<file path="src/rtl/pfcg_pkg.sv">
package pfcg_pkg;

  localparam int FracBitsDefault = 16;

  typedef enum logic [2:0] {
    REG_AXIS_X = 3'd0,
    REG_AXIS_Y = 3'd1,
    REG_AXIS_Z = 3'd2,
    REG_BASE_R = 3'd3,
    REG_TOP_R  = 3'd4,
    REG_HEIGHT = 3'd5,
    REG_COS    = 3'd6,
    REG_SIN    = 3'd7
  } reg_idx_t;

  localparam logic CMD_LOAD = 1'b0;
  localparam logic CMD_CONTACT = 1'b1;

  // Datapath operations, one per controller step.
  typedef enum logic [3:0] {
    OP_NONE,
    OP_LOAD_ROW,
    OP_WD,
    OP_WA,
    OP_LOC,
    OP_WROT,
    OP_SQ,
    OP_SQRT,
    OP_UDIV,
    OP_D,
    OP_K_W,
    OP_N,
    OP_RH,
    OP_L,
    OP_C,
    OP_GAP
  } op_t;

  typedef enum logic [3:0] {
    S_IDLE,
    S_WD,
    S_WA,
    S_LOC,
    S_WROT,
    S_SQ,
    S_SQRT,
    S_UDIV,
    S_D,
    S_KW,
    S_N,
    S_RH,
    S_L,
    S_C,
    S_GAP,
    S_OUT
  } state_t;

  typedef struct packed {
    op_t  op;
    logic start;
    logic clr;
  } cmd_t;

  typedef struct packed {
    logic busy;
    logic oor;
    logic deg;
  } stat_t;

  function automatic logic signed [63:0] sat32(input logic signed [63:0] x);
    logic signed [63:0] r;
    r = x;
    if (x > 64'sd2147483647) r = 64'sd2147483647;
    if (x < -64'sd2147483648) r = -64'sd2147483648;
    return r;
  endfunction

endpackage

</file>
<file path="src/rtl/pfcg_ctrl.sv">
module pfcg_ctrl (
  input  logic             clk,
  input  logic             rst,
  input  logic             in_valid,
  output logic             in_stall,
  input  logic             in_cmd,
  output logic             out_valid,
  input  logic             out_stall,
  output pfcg_pkg::cmd_t   cmd,
  input  pfcg_pkg::stat_t  stat
);
  import pfcg_pkg::*;

  state_t state, state_next;
  logic   started, started_next;
  logic   accept;

  assign in_stall = (state != S_IDLE);
  assign accept = in_valid && !in_stall;

  always_ff @(posedge clk) begin
    if (rst) begin
      state <= S_IDLE;
      started <= 1'b0;
    end else begin
      state <= state_next;
      started <= started_next;
    end
  end

  always_comb begin
    state_next = state;
    started_next = 1'b0;
    case (state)
      S_IDLE: if (accept && in_cmd == CMD_CONTACT) state_next = S_WD;
      S_WD: state_next = S_WA;
      S_WA: state_next = S_LOC;
      S_LOC: state_next = S_WROT;
      S_WROT: state_next = stat.oor ? S_OUT : S_SQ;
      S_SQ: state_next = S_SQRT;
      S_SQRT: begin
        started_next = 1'b1;
        if (started && !stat.busy) begin
          state_next = S_UDIV;
          started_next = 1'b0;
        end
      end
      S_UDIV: begin
        started_next = 1'b1;
        if (stat.deg) begin
          state_next = S_OUT;
        end else if (started && !stat.busy) begin
          state_next = S_D;
          started_next = 1'b0;
        end
      end
      S_D: state_next = S_KW;
      S_KW: state_next = S_N;
      S_N: state_next = S_RH;
      S_RH: begin
        started_next = 1'b1;
        if (started && !stat.busy) begin
          state_next = S_L;
          started_next = 1'b0;
        end
      end
      S_L: state_next = S_C;
      S_C: state_next = S_GAP;
      S_GAP: state_next = S_OUT;
      S_OUT: if (!out_stall) state_next = S_IDLE;
      default: state_next = S_IDLE;
    endcase
  end

  always_comb begin
    cmd = '{op: OP_NONE, start: 1'b0, clr: 1'b0};
    out_valid = 1'b0;
    case (state)
      S_IDLE: begin
        if (accept) begin
          cmd.op = (in_cmd == CMD_LOAD) ? OP_LOAD_ROW : OP_WD;
          cmd.clr = (in_cmd == CMD_CONTACT);
        end
      end
      S_WD: cmd.op = OP_WA;
      S_WA: cmd.op = OP_LOC;
      S_LOC: cmd.op = OP_WROT;
      S_WROT: cmd.op = OP_SQ;
      S_SQ: begin
        cmd.op = OP_SQRT;
        cmd.start = 1'b1;
      end
      S_SQRT: begin
        cmd.op = (started && !stat.busy) ? OP_UDIV : OP_SQRT;
        cmd.start = started && !stat.busy;
      end
      S_UDIV: cmd.op = (started && !stat.busy) ? OP_D : OP_UDIV;
      S_D: cmd.op = OP_K_W;
      S_KW: cmd.op = OP_N;
      S_N: begin
        cmd.op = OP_RH;
        cmd.start = 1'b1;
      end
      S_RH: cmd.op = (started && !stat.busy) ? OP_L : OP_RH;
      S_L: cmd.op = OP_C;
      S_C: cmd.op = OP_GAP;
      S_GAP: cmd.op = OP_NONE;
      S_OUT: out_valid = 1'b1;
      default: ;
    endcase
  end

endmodule

</file>
<file path="config.mk">
export PLATFORM = sky130hd
export DESIGN_NAME = pfcg_ctrl
export DESIGN_NICKNAME = d
export VERILOG_FILES = /design/src/rtl/pfcg_pkg.sv /design/src/rtl/pfcg_ctrl.sv
export SDC_FILE = /design/constraint.sdc
export NUM_CORES = 1
export LEC_CHECK = 0
export BUFFER_PORTS_ARGS = -buffer_cell sky130_fd_sc_hd__buf_2
export CORE_AREA = 4 4 41 43
export CTS_BUF_LIST = sky130_fd_sc_hd__clkbuf_8
export DETAILED_ROUTE_END_ITERATION = 8
export DIE_AREA = 0 0 45 47
export GPL_TIMING_DRIVEN = 0
export PLACE_DENSITY = 0.69
export SETUP_SLACK_MARGIN = 0.05
export SYNTH_ARGS = -nofsm -noshare
export SYNTH_HDL_FRONTEND = slang
export SYNTH_SLANG_ARGS = --single-unit
</file>
<file path="constraint.sdc">
create_clock -name clk -period 1.5 [get_ports clk]
set_clock_uncertainty 0.2 [all_clocks]
set_input_delay 0.225 -clock clk [delete_from_list [all_inputs] [get_ports clk]]
set_output_delay 0.225 -clock clk [all_outputs]
set_load 0.05 [all_outputs]
</file>
==> impl_metrics.env, run 1 <==
export IMPL_antenna_found_initial=0
export IMPL_fin_nets=99
export IMPL_r2r_start="state[3]$_SDFFE_PP0P_"
export IMPL_violations="negative setup slack"
export IMPL_crit_type="flip-flop to output port"
export IMPL_grt_pass1_wl_um=2635
export IMPL_cp_slowest_cell="or3_4"
export IMPL_cts_tree="done"
export IMPL_rrSetupSlack_ns=-0.31
export IMPL_synthToLayoutAreaGrowth_pct=68.18
export IMPL_place_area_um2=703.2
export IMPL_cp_end_kind="output port"
export IMPL_grt_busiest_layer="met2"
export IMPL_powerDensity_mw_per_mm2=2723
export IMPL_dieWidth_um=45
export IMPL_drt_vias_per_instance=5.590
export IMPL_ys_ff_latch=5
export IMPL_hold_buffers=0
export IMPL_leakage_nw=0.3878
export IMPL_yosysWarnings=0
export IMPL_clock_sinks=5
export IMPL_io_buffers=15
export IMPL_ant_nets=0
export IMPL_grt_pass1_vias=594
export IMPL_fin_cells=105
export IMPL_cp_slowest_stage_delay_ns=0.41
export IMPL_status="finished, violations left"
export IMPL_yosysTopAreaCell="dfxtp_1"
export IMPL_ys_seq_area_frac=0.1818
export IMPL_syn_area_um2=550.5
export IMPL_vdd_ir_drop_max_mv=1.517
export IMPL_cts_buffers=3
export IMPL_num_rows=13
export IMPL_fin_util=0.7115
export IMPL_hold_viol_final=0
export IMPL_grt_use_met1=0.2014
export IMPL_fp_dieH_um=47
export IMPL_timing_final_crit_share=1.263
export IMPL_final_area_um2=925.9
export IMPL_clockBufferDepth=2
export IMPL_finalMaxSlewViolations=0
export IMPL_min_path_type="input port to flip-flop"
export IMPL_gp_congestion=0.8792
export IMPL_drt_iter0_markers=14
export IMPL_tightest_slew_ns=0.2972
export IMPL_final_cell_mix="buf_4, buf_6, buf_2"
export IMPL_worstSetupStartpointType="flip-flop"
export IMPL_clkLatencyLatePin_ns=0.22
export IMPL_netlist_area_leader_share=0.1818
export IMPL_diodes=0
export IMPL_grt_usage=0.1774
export IMPL_crit_arrival_ns=1.47
export IMPL_wl_um=1633
export IMPL_setup_viol=13
export IMPL_cp_max_fo=3
export IMPL_grtUsageMet2=0.3107
export IMPL_io_pins=16
export IMPL_required_ns=1.07
export IMPL_mostFrequentLayoutCell="buf_4"
export IMPL_htreeDepth=1
export IMPL_crit_start="state[3]$_SDFFE_PP0P_"
export IMPL_use_met3=0.02682
export IMPL_placed_cells=93
export IMPL_fmax_mhz=527.6
export IMPL_finalPower_mw=2.521
export IMPL_initial_utilization=0.4231
export IMPL_clk_pin_slew_worst_paths_ns=0.04
export IMPL_grt_max_degree=11
export IMPL_fin_crit_ns=1.895
export IMPL_ff2ff_path_depth=7
export IMPL_synth_distinct_cells=40
export IMPL_drc_errors=0
export IMPL_synthTopCellsByArea="dfxtp_1, nand2_1, a211oi_2, a21oi_1, buf_6"
export IMPL_core_area_mm2=0.001301
export IMPL_synth_cells=63
export IMPL_dr_pass1_iters=4
export IMPL_die_area_mm2=0.002115
export IMPL_cp_endpoint="cmd[3]"
export IMPL_avgRoutedWirePerCell_um=15.55
export IMPL_syn_nets=71
export IMPL_dp_hpwl_um=1086
export IMPL_vias=587
export IMPL_grt_setup_unrepaired="true"
export IMPL_syn_avg_cell_area_um2=8.739
export IMPL_cts_root_buffer="clkbuf_8"
export IMPL_drive_above_1_share=0.7222
export IMPL_setup_ws_ns=-0.3952
export IMPL_maxSlewHeadroom=0.8013
export IMPL_final_setup_tns_ns=-2.901
export IMPL_drv_cap=0
export IMPL_worstPathCellList="buf_6 -> or3_4 -> a22oi_2 -> or2_4 -> buf_8"
export IMPL_rr_endpoint="state[3]$_SDFFE_PP0P_"
export IMPL_overflow=0
[cell usage after synthesis, drive strengths merged]
cell type	number
mux2i	1
a211oi	2
and3	1
a21o	1
or2b	1
nand2	7
nor2b	2
and2b	1
and4	1
o211ai	2
clkbuf	1
nor3	1
o221ai	1
or3	1
a221oi	1
o22ai	1
buf	3
a32o	1
o211a	1
dfxtp	5
a21oi	6
and2	1
a21boi	1
inv	2
and3b	2
nor4	1
nor2	5
o21ba	1
or2	1
o21ai	5
a22oi	2
nand3	1
[worst min path at each step]
stage                            endpoint  slack (ns)  depth (start not counted)  start
floorplan           state[3]$_SDFFE_PP0P_        0.08                          1    rst
global placement    state[3]$_SDFFE_PP0P_        0.27                          2    rst
detailed placement  state[3]$_SDFFE_PP0P_        0.27                          2    rst
CTS                 state[3]$_SDFFE_PP0P_        0.04                          2    rst
global route        state[3]$_SDFFE_PP0P_        0.06                          2    rst
finish              state[0]$_SDFFE_PP0P_        0.07                          2    rst
[state kept, by name, indices dropped and copies added (netlist names)]
name     cells
state        4
started      1
[layout make-up]
type | count | area [um^2]
multi-input cells | 52 | 479.2
fillers | 108 | 375.4
repair buffers | 23 | 200.2
flip-flops and latches | 5 | 113.9
plain buffers | 4 | 58.81
clock buffers | 3 | 41.29
well taps | 15 | 18.77
inverters | 2 | 10.01
clock inverters | 1 | 3.754
[metal layers]
metal / wire length [um] / part of all wire / vias to the layer above
li1: - / - / 289
met1: 672 / 0.41 / 269
met2: 830 / 0.51 / 23
met3: 81 / 0.050 / 6
met4: 48 / 0.029 / 0
met5: 0 / 0 / -
[power by group]
part / switching [mW] / internal, mW
Combinational: 1.09 / 0.927
Sequential: 0.0630 / 0.200
Clock: 0.0642 / 0.175
Total: 1.22 / 1.30
[what timing repair did]
action,CTS,global route
endpoints found under the setup margin,12,13
pin swaps,7,5
gates resized for setup,31,7
buffers inserted,8,1
[cell families (layout without fill, tap and decap cells)]
logic type | count (synthesis) | count (layout) | share of synthesized area
flops | 5 | 5 | 0.1818
compound gates | 25 | 25 | 0.3977
buf+inv | 6 | 33 | 0.09317
simple gates | 26 | 26 | 0.3091
mux | 1 | 1 | 0.01818
[stage by stage]
stage / hold slack, ns / setup WS (ns)
after floorplan: 0.08227 / -0.2403
after global placement: 0.2717 / -0.3306
after detailed placement: 0.2747 / -0.3788
after CTS: 0.04446 / -0.4050
after global routing: 0.06246 / -0.4349
final: 0.06921 / -0.3952
[worst max-delay path: cells and delay by family, from the launching register on]
family                 cells  cell delay (ns)
AO/OA/AOI/OAI              1             0.14
buffers and inverters      2             0.25
AND/OR/NAND/NOR            2             0.55
flip-flops                 1             0.31
Note: power is estimated with default switching activity, not from simulation.
==> run 2, diff against run 1 <==
--- a/config.mk
+++ b/config.mk
@@ -7,11 +7,11 @@
 export LEC_CHECK = 0
 export BUFFER_PORTS_ARGS = -buffer_cell sky130_fd_sc_hd__buf_2
 export CORE_AREA = 4 4 41 43
-export CTS_BUF_LIST = sky130_fd_sc_hd__clkbuf_8
+export CTS_BUF_LIST = sky130_fd_sc_hd__clkbuf_2
 export DETAILED_ROUTE_END_ITERATION = 8
 export DIE_AREA = 0 0 45 47
 export GPL_TIMING_DRIVEN = 0
-export PLACE_DENSITY = 0.69
+export PLACE_DENSITY = 0.66
 export SETUP_SLACK_MARGIN = 0.05
 export SYNTH_ARGS = -nofsm -noshare
 export SYNTH_HDL_FRONTEND = slang
==> constraint.sdc (replaced) <==
create_clock -name clk -period 1.8 [get_ports clk]
set_clock_uncertainty 0.2 [all_clocks]
set_input_delay 0.27 -clock clk [delete_from_list [all_inputs] [get_ports clk]]
set_output_delay 0.27 -clock clk [all_outputs]
set_load 0.05 [all_outputs]
==> impl_metrics.env, run 2 (synthesis gave the netlist of run 1 again) <==
export IMPL_regMostFlops="state"
export IMPL_grt_usage=0.1579
export IMPL_num_rows=13
export IMPL_min_path_type="input port to flip-flop"
export IMPL_dieWidth_um=45
export IMPL_io_buffers=15
export IMPL_setup_ws_ns=-0.1468
export IMPL_clk_pin_slew_worst_paths_ns=0.05
export IMPL_clock_sinks=5
export IMPL_fmax_mhz=513.7
export IMPL_place_area_um2=689.4
export IMPL_setup_viol=3
export IMPL_cts_tree="done"
export IMPL_crit_type="flip-flop to output port"
export IMPL_die_area_mm2=0.002115
export IMPL_fin_crit_ns=1.947
export IMPL_final_cell_mix="buf_6, buf_4, buf_2"
export IMPL_cts_root_buffer="clkbuf_2"
export IMPL_cts_buffers=3
export IMPL_required_ns=1.33
export IMPL_dr_pass1_iters=4
export IMPL_hold_ws_ns=0.07821
export IMPL_core_area_mm2=0.001301
export IMPL_io_pins=16
export IMPL_timing_final_crit_share=1.082
export IMPL_synthToLayoutAreaGrowth_pct=62.27
export IMPL_grt_max_degree=11
export IMPL_overflow=0
export IMPL_maxSlewHeadroom=0.8203
export IMPL_initial_utilization=0.4231
export IMPL_worstPathCellList="nor2b_4 -> or3_4 -> a22oi_2 -> or2_4 -> buf_8"
export IMPL_cp_slowest_stage_delay_ns=0.42
export IMPL_worstSetupStartpointType="flip-flop"
export IMPL_drive_above_1_share=0.7253
export IMPL_cp_end_kind="output port"
export IMPL_ant_nets=0
export IMPL_powerDensity_mw_per_mm2=2168
export IMPL_rrSetupSlack_ns=0.07
export IMPL_drt_vias_per_instance=5.726
export IMPL_tightest_slew_ns=0.2688
export IMPL_vias=607
export IMPL_largest_reg_flops=4
export IMPL_drc_errors=0
export IMPL_finalMaxSlewViolations=0
export IMPL_mostFrequentLayoutCell="buf_6"
export IMPL_avgRoutedWirePerCell_um=13.93
export IMPL_final_area_um2=893.4
export IMPL_antenna_found_initial=0
export IMPL_grt_pass1_vias=543
export IMPL_hold_viol_final=0
export IMPL_cp_max_fo=3
export IMPL_drt_iter0_markers=8
export IMPL_vdd_ir_drop_max_mv=1.258
export IMPL_violations="negative setup slack"
export IMPL_fp_dieH_um=47
export IMPL_dp_hpwl_um=995.3
export IMPL_grt_setup_unrepaired="true"
export IMPL_gp_congestion=0.9327
export IMPL_htreeDepth=1
export IMPL_leakage_nw=0.3776
export IMPL_clkLatencyLatePin_ns=0.22
export IMPL_drv_cap=0
export IMPL_crit_arrival_ns=1.48
export IMPL_reg_top3="state (4), started (1)"
export IMPL_fin_nets=100
export IMPL_status="finished, violations left"
export IMPL_diodes=0
export IMPL_clockBufferDepth=2
export IMPL_wl_um=1477
export IMPL_grt_pass1_wl_um=2435
export IMPL_cp_slowest_cell="or3_4"
-- run 2: cell types whose count changed in the layout (fill, tap and decap cells not counted), sizes merged --
cell and change:
clkbuf +1, buf +1, inv -1
-- run 2: final timing paths --
check | end | depth (start not counted) | start
worst max-delay path | cmd[3] | 5 | started$_SDFF_PP0_
worst min register to register | state[0]$_SDFFE_PP0P_ | 2 | state[0]$_SDFFE_PP0P_
worst min-delay path | state[0]$_SDFFE_PP0P_ | 2 | rst
worst max register to register | state[0]$_SDFFE_PP0P_ | 7 | state[3]$_SDFFE_PP0P_
-- run 2: metal layers --
metal	global-route usage	part of all wire
met1	0.1882	0.44
met2	0.2684	0.51
met3	0.01149	0.035
met4	0.1111	0.018
met5	0	0
-- run 2: power by group --
group,internal (mW),total (mW),switching (mW)
sequential,0.166,0.229,0.0624
clock,0.0588,0.105,0.0459
combinational,0.745,1.60,0.858
-- run 2: area by class of cell --
class | count | area (um^2)
Clock buffer | 4 | 20.02
Buffer | 4 | 58.81
Inverter | 2 | 7.507
Sequential cell | 5 | 111.4
Timing Repair Buffer | 24 | 203.9
Multi-Input combinational cell | 52 | 473.0
Tap cell | 15 | 18.77
Fill cell | 107 | 407.9
-- run 2: stage by stage --
step	instances	worst slack [ns]	power, mW	setup TNS, ns	utilization
5_1_grt	106	-0.2219	2.054	-0.5601	0.6865
2_1_floorplan	63	0.02570	1.241	0	-
3_5_place_dp	93	-0.07778	1.435	-0.1536	0.5298
6_report	106	-0.1468	1.937	-0.3068	0.6865
4_1_cts	103	-0.1651	1.870	-0.4047	0.6510
3_3_place_gp	93	-0.08278	1.428	-0.1540	0.5298
-- run 2: what timing repair did --
action	4_1_cts	5_1_grt
hold buffers	0	0
pin swaps	6	9
buffers inserted	6	4
gates resized for setup	32	6
endpoints found under the setup margin	8	11
-- run 2: critical path, delay by kind of cell, from the launching register on --
kind | cells | cell delay, ns
buf+inv | 1 | 0.13
flops | 1 | 0.31
simple gates | 3 | 0.68
compound gates | 1 | 0.13
